<file path="src/hdl/srmr_pkg.sv">
// Shared types and constants of the stereo repair matrix ramp block.
`default_nettype none

package srmr_pkg;

   // Coefficient lanes, one per matrix entry: 0 = L->L, 1 = R->L, 2 = L->R, 3 = R->R
   localparam int LANES = 4;

   // Control register map
   localparam int REG_IDX_BITS = 3;
   typedef logic [REG_IDX_BITS-1:0] reg_idx_type;

   localparam reg_idx_type REG_ENABLE      = 3'd0;
   localparam reg_idx_type REG_INV_LEFT    = 3'd1;
   localparam reg_idx_type REG_INV_RIGHT   = 3'd2;
   localparam reg_idx_type REG_SWAP        = 3'd3;
   localparam reg_idx_type REG_FOLD        = 3'd4;
   localparam reg_idx_type REG_BALANCE     = 3'd5;
   localparam reg_idx_type REG_STEREO      = 3'd6;
   localparam reg_idx_type REG_RAMP_FRAMES = 3'd7;

   // Balance is a signed percentage, clamped to +/- BAL_LIMIT
   localparam int BAL_BITS  = 8;
   localparam int BAL_LIMIT = 100;
   localparam int BAL_IDX_BITS = 7;

   localparam logic [BAL_BITS-1:0]     BAL_LIMIT_RAW = 8'd100;
   localparam logic [BAL_IDX_BITS-1:0] BAL_LIMIT_IDX = 7'd100;

   typedef enum logic [1:0] {
      CMD_PROCESS = 2'd0,
      CMD_APPLY   = 2'd1,
      CMD_SNAP    = 2'd2
   } cmd_type;

   typedef enum logic [3:0] {
      ST_IDLE,
      ST_UPDATE,
      ST_MULT,
      ST_MERGE,
      ST_LOAD,
      ST_DIV_START,
      ST_DIV,
      ST_DIV_DONE,
      ST_SNAP
   } state_type;

   // Per-cycle commands from the sequencer to every lane
   typedef struct packed {
      logic load_target;
      logic ramp_step;
      logic snap;
      logic div_start;
      logic div_step;
      logic div_done;
      logic mult;
   } lane_ctrl_type;

endpackage

`default_nettype wire

</file>
<file path="src/hdl/srmr_merge.sv">
// Merge of lane products: per-output sum, floor shift and saturation; right output zero in mono.
`default_nettype none

module srmr_merge #(
   parameter int SAMPLE_BITS    = 24,
   parameter int COEF_FRAC_BITS = 22,
   parameter int PROD_W         = 49
) (
   input  wire logic signed [PROD_W-1:0]      product [srmr_pkg::LANES],
   input  wire logic                          stereo,
   output logic signed [SAMPLE_BITS-1:0]      left_out,
   output logic signed [SAMPLE_BITS-1:0]      right_out
);

   localparam int SUM_W = PROD_W + 1;
   localparam logic signed [SUM_W-1:0] SAT_HI = SUM_W'((64'd1 << (SAMPLE_BITS - 1)) - 64'd1);
   localparam logic signed [SUM_W-1:0] SAT_LO = -SAT_HI - SUM_W'(1);

   logic signed [SUM_W-1:0] sum_l, sum_r;
   logic signed [SUM_W-1:0] shr_l, shr_r;

   function automatic logic signed [SAMPLE_BITS-1:0] sat(input logic signed [SUM_W-1:0] v);
      logic signed [SAMPLE_BITS-1:0] r;
      if (v > SAT_HI) begin
         r = SAT_HI[SAMPLE_BITS-1:0];
      end else if (v < SAT_LO) begin
         r = SAT_LO[SAMPLE_BITS-1:0];
      end else begin
         r = v[SAMPLE_BITS-1:0];
      end
      return r;
   endfunction

   always_comb begin
      sum_l = SUM_W'(product[0]) + SUM_W'(product[1]);
      sum_r = SUM_W'(product[2]) + SUM_W'(product[3]);
      shr_l = sum_l >>> COEF_FRAC_BITS;
      shr_r = sum_r >>> COEF_FRAC_BITS;
      left_out  = sat(shr_l);
      right_out = stereo ? sat(shr_r) : '0;
   end

endmodule

`default_nettype wire

</file>
<file path="config.mk">
export PLATFORM = sky130hd
export DESIGN_NAME = srmr_merge
export DESIGN_NICKNAME = d
export VERILOG_FILES = /design/src/hdl/srmr_pkg.sv /design/src/hdl/srmr_merge.sv
export SDC_FILE = /design/constraint.sdc
export NUM_CORES = 1
export LEC_CHECK = 0
export ABC_AREA = 1
export ABC_CLOCK_PERIOD_IN_PS = 3400
export BUFFER_PORTS_ARGS = -buffer_cell sky130_fd_sc_hd__buf_2
export CAP_MARGIN = 10
export CORE_MARGIN = 2
export CORE_UTILIZATION = 55
export DETAILED_ROUTE_END_ITERATION = 10
export PLACE_DENSITY = 0.87
export REMOVE_ABC_BUFFERS = 1
export SLEW_MARGIN = 20
export SYNTH_ARGS = -nofsm -noshare
export SYNTH_HDL_FRONTEND = slang
export SYNTH_SLANG_ARGS = --single-unit
</file>
<file path="constraint.sdc">
create_clock -name vclk -period 3.4
set_clock_uncertainty 0.2 [all_clocks]
set_input_delay 0 -clock vclk [all_inputs]
set_output_delay 0 -clock vclk [all_outputs]
set_load 0.005 [all_outputs]
</file>
# Word level (Yosys, flattened, before mapping)
# Index checks and enable logic that the tools add are counted.
[word_totals]
reg_bits = 0
input_bits = 197
out_inout_bits = 48
elab_cells = 11
[op_classes]
addsub = 2
n_lt_le_gt_ge = 4
mux = 5
[op_table]
columns = ["operator", "count"]
rows = [
  ["24-bit two-way mux", 5],
  ["49-bit by 49-bit adder with 50-bit output", 2],
  ["28-bit by 24-bit greater-than comparator with 1-bit output, second input constant", 2],
  ["28-bit by 24-bit less-than comparator with 1-bit output, second input constant", 2],
]

# Depth between registers and ports, before layout
[logic_depth]
word_depth = 5
ltp_mapped = 19
depth_no_buf = 18

# Least setup slack after synthesis
# No wires, ideal clock.
[synth_path]
path_kind = "input to output"
startpoint = "input product[30] (netlist name)"
endpoint = "output right_out[4]"
arrival_time_ns = 1.706
t_required_ns = 3.200
slack_ns = 1.494
path_stages = 17
n_path_buf = 1
path_cell_list = "ha_1 > nand2_1 > inv_1 > a21oi_1 > nand2_1 > inv_1 > nand2_1 > a21oi_2 > nand2_1 > nand2_1 > nand2_2 > nor2_2 > nand2_2 > nand2_4 > buf_8 > nand2_1 > a21oi_2"
[synth_via]
elab_chain_len = 5
word_cells_on_any_way = 6
classes_between = "add/sub: 1; order compare: 2; mux: 3"
[synth_lines]
columns = ["item", "line_no", "source"]
rows = [
  ["start: declaration", "srmr_merge.sv:9", "input wire logic signed [PROD_W-1:0] product [srmr_pkg::LANES],"],
  ["49-bit by 49-bit adder with 50-bit output (*)", "srmr_merge.sv:36", "sum_r = SUM_W'(product[2]) + SUM_W'(product[3]);"],
  ["28-bit by 24-bit less-than comparator with 1-bit output", "srmr_merge.sv:26", "end else if (v < SAT_LO) begin"],
  ["24-bit two-way mux", "srmr_merge.sv:26", ""],
  ["24-bit two-way mux (*)", "srmr_merge.sv:24", "if (v > SAT_HI) begin"],
  ["24-bit two-way mux (*)", "srmr_merge.sv:40", "right_out = stereo ? sat(shr_r) : '0;"],
  ["end: declaration", "srmr_merge.sv:12", "output logic signed [SAMPLE_BITS-1:0] right_out"],
]
# Mark *: on every way between the ends. The rest lies on a longest branch, timed or not.

# Worst setup path after layout
[layout_path]
startpoint = "input product[27] (netlist name)"
endpoint = "output right_out[17]"
# Same word-level chain as after synthesis.

==> metrics <==
outcome=completed; Top delay family on crit path=simple AND/OR/NAND/NOR gates; postcts setup bufs=0; required time of the critical path=roughly 3200 ps; Flop pwr share=0; Pint=between 0.0006 and 0.0007 W; most frequent cell after synthesis=nand2_1; share of cells above drive strength 1=0.201; NetSw=approximately 0.001 W; Slew headroom=0.247; starting density of the core=0.556; CP Buf/Inv Count=2; DRC=0; core outline area=around 12000 um^2; diode count=0; DR pass1 iterations=6; chip height=around 120 um; hpwl dp=around 22 mm; Worst path max stage delay=470 ps; Peak VDD IR=0.203 mV; vias in the first global route=between 8000 and 9000; Net Sw Frac=0.626; initial antenna violation count=0; Leak=between 4 and 5 nW; commonest cells in the netlist=nand2_1 (473), inv_1 (185), nor2_1 (163), a21oi_1 (121), ha_1 (96); die area=approximately 14000 um^2; max_cap viols=0; WP data arrival=2610 ps; initial DRC count=670; Layout Nets=1880; gpl congestion=approximately 1.0; Ys Warns=0; combinational share of power=1.000; number of buffers added on ports=245; final cycle utilization of the critical path=0.828; Syn Inst Count=approximately 1300; post-CTS resize count=0; WL per Instance=about 14 um; # rows=41; ranking of synthesized cells by area=nand2_1 (26%), ha_1 (17%), inv_1 (10%), nor2_1 (8.8%), a21oi_1 (8.7%); Total Neg Setup Slack=0 ps; Seq. cell area=0 um^2; synth unique cells=31; post-route ant nets=0; Least-Margin Pin Slew=1130 ps; CP dominant cell by count=nand2_1; largest net degree at the start of global routing=25; DR vias/cell=about 5.4; Slew Limit Fails=0; Hold/Removal Path Class=in2out; max frequency=between 0.3 and 0.4 GHz; crit path max fanout=23; boundary pin count=about 250; leading area contributor after synthesis=nand2_1; worst-path cell chain=buf_2, ha_1, nand2_2, o21ai_0, a21oi_1, nand2_1, nand2_1, nand3_1, nand2_1, nand2_1, nand2_2, a21oi_2, buf_2; register area share after synthesis=0; fin crit period=about 2800 ps; PwrDens=approximately 200 nW/um^2; WL final=24.5 mm; Post-CTS Hold Fix Bufs=0; dpl cell area=a little over 8000 um^2; Mapped Area=6930 um^2; RSZ-0062 raised after global routing=no; Die Width=116 um; Layout area overhead=19.4%; Setup violations, final=0; CP startpoint kind=input port; clock share of power=0; Mean Syn Cell Area=about 5.1 um^2; Crit-path slowest cell=o21ai_0; Yosys top cell area share=0.256; design area=about 8300 um^2; first-pass GRT wire length=just under 40 mm; Total GRT Usage=0.349; crit end category=output port; via count=9464; critical path class=in2out; Hold Fails Final Rpt=0; grt ovf=0; number of sequential cells=0; CLK BUF=0
-- cell usage in the layout (no fill, tap or decap), drive strengths merged --
master,n
a21oi,143
inv,192
a21o,10
ha,96
nand3,62
nand4,16
nor2,176
a211oi,4
a21boi,2
o21ai,60
nor4,3
xor2,18
buf,246
o21a,4
nand2,494
o21bai,13
and3,3
nor3,20
a31oi,4
xnor2,19
-- power by group through the flow --
stage          sequential (W)  combinational (W)  clock (W)
4_1_cts                     0            0.00161          0
3_5_place_dp                0            0.00161          0
3_3_place_gp                0            0.00159          0
6_report                    0            0.00164          0
2_1_floorplan               0            0.00107          0
5_1_grt                     0            0.00183          0
-- metrics by stage --
step	total power [W]	utilization	setup slack [ps]	hold WS (ps)	instances
6_report	0.00164	0.664	585	367	1757
5_1_grt	0.00183	0.664	314	406	1757
4_1_cts	0.00161	0.664	635	366	1757
3_5_place_dp	0.00161	0.664	643	360	1757
3_3_place_gp	0.00159	0.664	663	349	1757
2_1_floorplan	0.00107	-	1350	133	1339
-- cell type report --
type	count	area [um^2]
inverter	192	721
multi-input combinational	1147	6110
fill	1298	4190
timing repair buffer	246	1230
tap	172	215
-- path summary, 6_finish.rpt --
kind | from | endpoint | slack [ps] | cells after the start
worst max-delay path | product[27] | right_out[17] | 590 | 13
worst min-delay path | product[191] | left_out[22] | 370 | 6
-- cell families (layout without fill, tap and decap cells) --
| kind of cell | after synthesis | in the layout | share of synthesized area |
|---|---|---|---|
| AO/OA/AOI/OAI | 240 | 240 | 0.198 |
| XOR/XNOR | 37 | 37 | 0.0468 |
| adder cells (fa/ha/maj) | 96 | 96 | 0.173 |
| buffers and inverters | 202 | 438 | 0.119 |
| AND/OR/NAND/NOR | 774 | 774 | 0.464 |
-- worst min-delay path, delay by kind of cell --
kind / cells / cell delay [ps]
xor gates and xnor gates: 1 / 90
adders and majority gates: 1 / 180
buffers and inverters: 2 / 200
and+or+nand+nor: 2 / 100
-- per-layer routing --
metal,global-route usage,vias up,part of all wire
met2,0.643,461,0.48
met1,0.397,4081,0.39
li1,-,4829,-
met5,0,-,0
met4,0.176,0,0.056
met3,0.0358,93,0.073
Note: power is estimated with default switching activity, not from simulation.
