### config.mk
export PLATFORM = sky130hd
export DESIGN_NAME = srmr_lane
export DESIGN_NICKNAME = d
export VERILOG_FILES = /design/src/hdl/srmr_pkg.sv /design/src/hdl/srmr_lane.sv
export SDC_FILE = /design/constraint.sdc
export NUM_CORES = 2
export LEC_CHECK = 0
export ABC_AREA = 1
export BUFFER_PORTS_ARGS = -buffer_cell sky130_fd_sc_hd__buf_2
export CORE_AREA = 5 5 264 266
export CTS_BUF_LIST = sky130_fd_sc_hd__clkbuf_4 sky130_fd_sc_hd__clkbuf_8
export DETAILED_ROUTE_END_ITERATION = 16
export DIE_AREA = 0 0 269 271
export GPL_ROUTABILITY_DRIVEN = 1
export GPL_TIMING_DRIVEN = 0
export MAX_ROUTING_LAYER = met4
export PLACE_DENSITY = 0.69
export SYNTH_ARGS = -nofsm -noshare
export SYNTH_HDL_FRONTEND = slang
export SYNTH_SLANG_ARGS = --single-unit
### constraint.sdc
create_clock -name clock -period 9.7 [get_ports clock]
set_input_delay 1.94 -clock clock [delete_from_list [all_inputs] [get_ports clock]]
set_output_delay 1.94 -clock clock [all_outputs]
set_load 0.02 [all_outputs]
### src/hdl/srmr_pkg.sv
// Shared types and constants of the stereo repair matrix ramp block.
`default_nettype none

package srmr_pkg;

   // Coefficient lanes, one per matrix entry: 0 = L->L, 1 = R->L, 2 = L->R, 3 = R->R
   localparam int LANES = 4;

   // Control register map
   localparam int REG_IDX_BITS = 3;
   typedef logic [REG_IDX_BITS-1:0] reg_idx_type;

   localparam reg_idx_type REG_ENABLE      = 3'd0;
   localparam reg_idx_type REG_INV_LEFT    = 3'd1;
   localparam reg_idx_type REG_INV_RIGHT   = 3'd2;
   localparam reg_idx_type REG_SWAP        = 3'd3;
   localparam reg_idx_type REG_FOLD        = 3'd4;
   localparam reg_idx_type REG_BALANCE     = 3'd5;
   localparam reg_idx_type REG_STEREO      = 3'd6;
   localparam reg_idx_type REG_RAMP_FRAMES = 3'd7;

   // Balance is a signed percentage, clamped to +/- BAL_LIMIT
   localparam int BAL_BITS  = 8;
   localparam int BAL_LIMIT = 100;
   localparam int BAL_IDX_BITS = 7;

   localparam logic [BAL_BITS-1:0]     BAL_LIMIT_RAW = 8'd100;
   localparam logic [BAL_IDX_BITS-1:0] BAL_LIMIT_IDX = 7'd100;

   typedef enum logic [1:0] {
      CMD_PROCESS = 2'd0,
      CMD_APPLY   = 2'd1,
      CMD_SNAP    = 2'd2
   } cmd_type;

   typedef enum logic [3:0] {
      ST_IDLE,
      ST_UPDATE,
      ST_MULT,
      ST_MERGE,
      ST_LOAD,
      ST_DIV_START,
      ST_DIV,
      ST_DIV_DONE,
      ST_SNAP
   } state_type;

   // Per-cycle commands from the sequencer to every lane
   typedef struct packed {
      logic load_target;
      logic ramp_step;
      logic snap;
      logic div_start;
      logic div_step;
      logic div_done;
      logic mult;
   } lane_ctrl_type;

endpackage

`default_nettype wire

### src/hdl/srmr_lane.sv
// One coefficient lane: target/current/step state, bit-serial step divider, multiplier.
`default_nettype none

module srmr_lane #(
   parameter int               SAMPLE_BITS     = 24,
   parameter int               COEF_W          = 25,
   parameter int               RAMP_COUNT_BITS = 12,
   parameter logic [COEF_W-1:0] RESET_COEF     = '0
) (
   input  wire logic                                  clock,
   input  wire logic                                  reset,
   input  wire srmr_pkg::lane_ctrl_type               ctrl,
   input  wire logic signed [COEF_W-1:0]              target_in,
   input  wire logic [RAMP_COUNT_BITS-1:0]            divisor,
   input  wire logic signed [SAMPLE_BITS-1:0]         sample,
   output logic signed [COEF_W+SAMPLE_BITS-1:0]       product
);

   localparam int PW = COEF_W + SAMPLE_BITS;
   localparam int RB = RAMP_COUNT_BITS;

   logic signed [COEF_W-1:0] target_ff,  target_in_w;
   logic signed [COEF_W-1:0] current_ff, current_in;
   logic signed [COEF_W-1:0] step_ff,    step_in;
   logic        [COEF_W-1:0] mag_ff,     mag_in;
   logic        [RB-1:0]     rem_ff,     rem_in;
   logic                     neg_ff,     neg_in;
   logic signed [PW-1:0]     product_ff, product_in;

   logic signed [COEF_W-1:0] diff;
   logic        [RB:0]       rem_shift;
   logic        [RB:0]       rem_sub;
   logic                     rem_fit;

   always_comb begin
      diff      = target_ff - current_ff;
      rem_shift = {rem_ff, mag_ff[COEF_W-1]};
      rem_sub   = rem_shift - {1'b0, divisor};
      rem_fit   = (rem_shift >= {1'b0, divisor});

      target_in_w = target_ff;
      current_in  = current_ff;
      step_in     = step_ff;
      mag_in      = mag_ff;
      rem_in      = rem_ff;
      neg_in      = neg_ff;
      product_in  = product_ff;

      if (ctrl.load_target) begin
         target_in_w = target_in;
      end
      if (ctrl.ramp_step) begin
         current_in = current_ff + step_ff;
      end
      if (ctrl.snap) begin
         current_in = target_ff;
         step_in    = '0;
      end
      // restoring divide of |target - current| by the ramp length, one bit a cycle
      if (ctrl.div_start) begin
         neg_in = diff[COEF_W-1];
         mag_in = diff[COEF_W-1] ? COEF_W'(-diff) : COEF_W'(diff);
         rem_in = '0;
      end
      if (ctrl.div_step) begin
         rem_in = rem_fit ? rem_sub[RB-1:0] : rem_shift[RB-1:0];
         mag_in = {mag_ff[COEF_W-2:0], rem_fit};
      end
      if (ctrl.div_done) begin
         step_in = neg_ff ? -signed'(mag_ff) : signed'(mag_ff);
      end
      if (ctrl.mult) begin
         product_in = current_ff * sample;
      end
   end

   always_ff @(posedge clock) begin
      if (reset) begin
         target_ff  <= RESET_COEF;
         current_ff <= RESET_COEF;
         step_ff    <= '0;
      end else begin
         target_ff  <= target_in_w;
         current_ff <= current_in;
         step_ff    <= step_in;
      end
   end

   always_ff @(posedge clock) begin
      mag_ff     <= mag_in;
      rem_ff     <= rem_in;
      neg_ff     <= neg_in;
      product_ff <= product_in;
   end

   assign product = product_ff;

endmodule

`default_nettype wire

After elaboration in Yosys (flattened, before gate mapping):

Cells that the tools add are included.

* register bits after elaboration: 162
* bits of input ports: 70
* output and inout bits: 49
* logic and storage cells: 28

* add/subtract/negate cells: 5
* multipliers: 1
* $lt $le $gt $ge: 1
* mux-type cells: 11
* reductions and logical operators: 3

Operators by type and width (number)
* 2-to-1 mux 25 bit: 8
* negation 25 bit: 2
* multiplier 25 x 24 -> 49 bit: 1
* 2-to-1 mux 12 bit: 3
* adder 25 bit: 1
* subtractor 25 bit: 1
* greater-or-equal comparator 13 x 12 -> 1 bit: 1
* subtractor 12 bit: 1
* nonzero test 2 bit: 3

Longest topological paths before layout:

* depth in word-level cells: 5
* mapped depth: 29
* mapped depth without buffers: 27

Least setup slack after synthesis:

Ideal clock, no wire load.

* path kind: input to register
* start point: input sample[1]
* end point: register product_ff[40] (netlist: product[40]), data pin
* library setup time: 265 ps
* arrival time: 7935 ps
* data required time: 9435 ps
* path slack: 1500 ps
* stages: 25
* buffers on the path: 2
* cell sequence: clkbuf_1 > clkbuf_1 > nand2_1 > inv_1 > fa_1 > fa_1 > inv_1 > fa_1 > inv_1 > fa_1 > fa_1 > fa_1 > inv_1 > fa_1 > inv_1 > ha_1 > nand2_1 > nor2_1 > inv_1 > nor4_1 > nand2_1 > nand2_1 > a21boi_0 > o21ai_0 > xor2_1

* cells in the longest elaborated chain, start to end: 1

Ends and longest elaborated chain
* start, declared: line srmr_lane.sv:15 `input wire logic signed [SAMPLE_BITS-1:0] sample,`
* multiplier 25 x 24 -> 49 bit: line srmr_lane.sv:73 `product_in = current_ff * sample;`
* end signal, assigned: line srmr_lane.sv:93 `product_ff <= product_in;`
* end, declared: line srmr_lane.sv:28 `logic signed [PW-1:0] product_ff, product_in;`

No other way between the ends.
A chain may end at the register's enable or synchronous reset.

Worst setup path in the final report:

* start point: input sample[6]
* end point: register product_ff[46] (netlist: product[46]), data pin

Same word-level chain as after synthesis.

==> impl_metrics.tcl <==
set metrics [dict create \
    cts_htree_levels 4 \
    power_leakage_nw 19.4 \
    cp_max_fo 11 \
    skew_ns 0.0318 \
    syn_area_um2 33200 \
    dieWidth_um 269 \
    finalPower_mw 9.01 \
    synth_nets 5170 \
    synth_top_area_share 0.381 \
    ys_warn_count 0 \
    clock_path_buffers 2 \
    cp_cell_sequence "clkbuf_1, clkbuf_1, nand2_1, inv_1, fa_1, inv_1, fa_1, inv_1, fa_1, fa_1, fa_1, fa_1, fa_1, ha_1, a21oi_1, o21ai_0, nor3_1, nand3_1, nand2_1, o211ai_1, a21oi_1, xor2_1" \
    first_global_vias 28400 \
    path_class "in -> reg" \
    grt_max_degree 50 \
    endpoint_kind "register" \
    dpl-instance-area_um2 34800 \
    ys.flop_type "edfxtp_1" \
    path_common_cell "fa_1" \
    rows 95 \
    max_cap_viol_count 0 \
    yosysSeqAreaShare 0.124 \
    max_stage_delay_ns 0.92 \
    core_um2 66800 \
    io_pins 119 \
    cts_buffers 17 \
    drcViolationCount 0 \
    fmax_mhz 108 \
    numPortBuffers 94 \
    n_fill_cell 6480 \
    drive_above_1_share 0.0421 \
    synth.top_cells.by_count "1,128 x inv_1, 1,032 x nand2_1, 632 x fa_1, 204 x nor2_1, 198 x ha_1" \
    die_h_um 271 \
    via_per_inst 5.31 \
    postRouteAntennaNets 0 \
    antenna_found_initial 4 \
    ir_drop_mv 0.438 \
    start_util 0.497 \
    track_usage 0.309 \
    synth_cells 4270 \
    cellPowerDensity_nw_per_um2 256 \
    synth_area_leaders "fa_1 38%, inv_1 13%, nand2_1 12%" \
    setup_viol 0 \
    post_synth.cell_area_avg_um2 7.77 \
    nets 5283 \
    yosys.area.top_type "fa_1" \
    dpl.cell_count 5237 \
    fin_cells 5273 \
    cts.repair.resized 0 \
    hold_ws_ns 0.492 \
    drt_iter0_markers 2457 \
    cts-root-buf "clkbuf_8" \
    tightestPinTransition_ns 1.12 \
    drt_first_pass_iters 6 \
    fin_crit_sh 0.954 \
    post_cts_buffers 0 \
    routed_wl_um 107000 \
    place.gp.congestion 1.02 \
    hold_path_class "reg -> reg" \
    clk-insertion-delay-late_ns 0.58 \
    period_minus_slack_ns 9.26 \
    maxSlewViolCount 0 \
    rsz0062_at_grt "false" \
    avgRoutedWirePerCell_um 20.3 \
    clk_pin_slew_worst_paths_ns 0.10 \
    ys_ff_latch 162 \
    path_buf_inv 5 \
    start_kind "input pin" \
    hpwl_um 91100 \
    synth_cell_types 54 \
    final_core_util 0.527 \
    async_flop_share 0 \
    outcome "completed" \
    cts_sinks 162 \
    arrival_ns 9.57 \
    postLayoutCellArea_um2 35200 \
    synth.most_common_cell "inv_1" \
    cts_hold_buf 0 \
    required_ns 10.01 \
    hold_viol_final 0 \
    slew_headroom 0.250 \
    synth_edf_count 87 \
    overflow 0 \
    cts_tree "built" \
    grt_pass1_wl_um 166000 \
    crit_family "adder cells" \
    die-area_um2 72900 \
    area_growth_pct 5.98 \
    cp_slowest_cell "fa_1" \
    vias 28000 \
]
worst register-to-register path, delay by kind of cell, from the launching register on:
kind / cells / cell delay [ns]
AOI/OAI and AO/OA: 2 / 0.36
xor gates and xnor gates: 1 / 0.10
adders and majority gates: 8 / 3.80
buffers and inverters: 8 / 2.15
DFF: 1 / 0.36
and+or+nand+nor: 6 / 1.28
cells in the final DEF (no fill, tap or decap), types with 97 or more instances in the layout:
| cell | n |
|---|---|
| nand2_1 | 1032 |
| fa_1 | 632 |
| ha_1 | 198 |
| nor2_1 | 204 |
| o21ai_0 | 121 |
| a21oi_1 | 178 |
| inv_1 | 1128 |
| buf_2 | 97 |
| clkbuf_1 | 172 |
| nand3_1 | 124 |
stage by stage:
stage               setup TNS [ns]  worst slack (ns)
floorplan                        0              1.50
global placement           -0.0727           -0.0489
detailed placement       -0.000819         -0.000819
CTS                              0             0.534
global route                     0             0.110
finish                           0             0.441
registers in the layout (all words and copies together), names as in the netlist:
| signal | flops |
|---|---|
| current_ff | 25 |
| target_ff | 25 |
| neg_ff | 1 |
| rem_ff | 12 |
| step_ff | 25 |
| mag_ff | 25 |
| product | 49 |
cell type report:
class	count	area (um^2)	share of cell area
clock buffers	18	248	0.00704
flip-flops and latches	162	4110	0.117
inverters	1141	4290	0.122
well taps	873	1090	0.0311
diodes	4	10.0	0.000285
clock inverters	14	163	0.00462
repair buffers	94	470	0.0134
plain buffers	181	717	0.0204
multi-input cells	2786	24100	0.684
where the power goes:
group	internal, mW	total, mW	switching, mW
logic	2.59	7.18	4.59
registers	1.16	1.27	0.109
clock network	0.225	0.566	0.341
total	3.97	9.01	5.04
path summary, 6_finish.rpt:
| check | slack (ns) | end | cells after the start | start |
|---|---|---|---|---|
| setup / recovery | 0.44 | product[46] | 22 | sample[6] |
| hold / removal | 0.49 | step_ff[23] | 2 | step_ff[23] |
| setup reg to reg | 1.39 | product[40] | 25 | current_ff[15] |
| hold reg to reg | 0.49 | step_ff[23] | 2 | step_ff[23] |
cells by family (layout without fill, tap and decap cells):
family                   Yosys count  in the layout  synth area share
AO/OA/AOI/OAI                    404            404            0.0666
XOR/XNOR                          80             80            0.0211
adder cells (fa/ha/maj)          830            830             0.456
buffers and inverters           1322           1448             0.151
flip-flops                       162            162             0.124
other                              0              4                 0
AND/OR/NAND/NOR                 1472           1472             0.182
routing by layer:
metal / routed length [um] / vias up / global-route usage
met4: 6220 / 0 / 0.133
met5: 0 / - / -
li1: - / 12800 / -
met1: 42700 / 13600 / 0.401
met3: 10000 / 297 / 0.0644
met2: 48400 / 1322 / 0.473
Power figures use the tool's default switching activity.
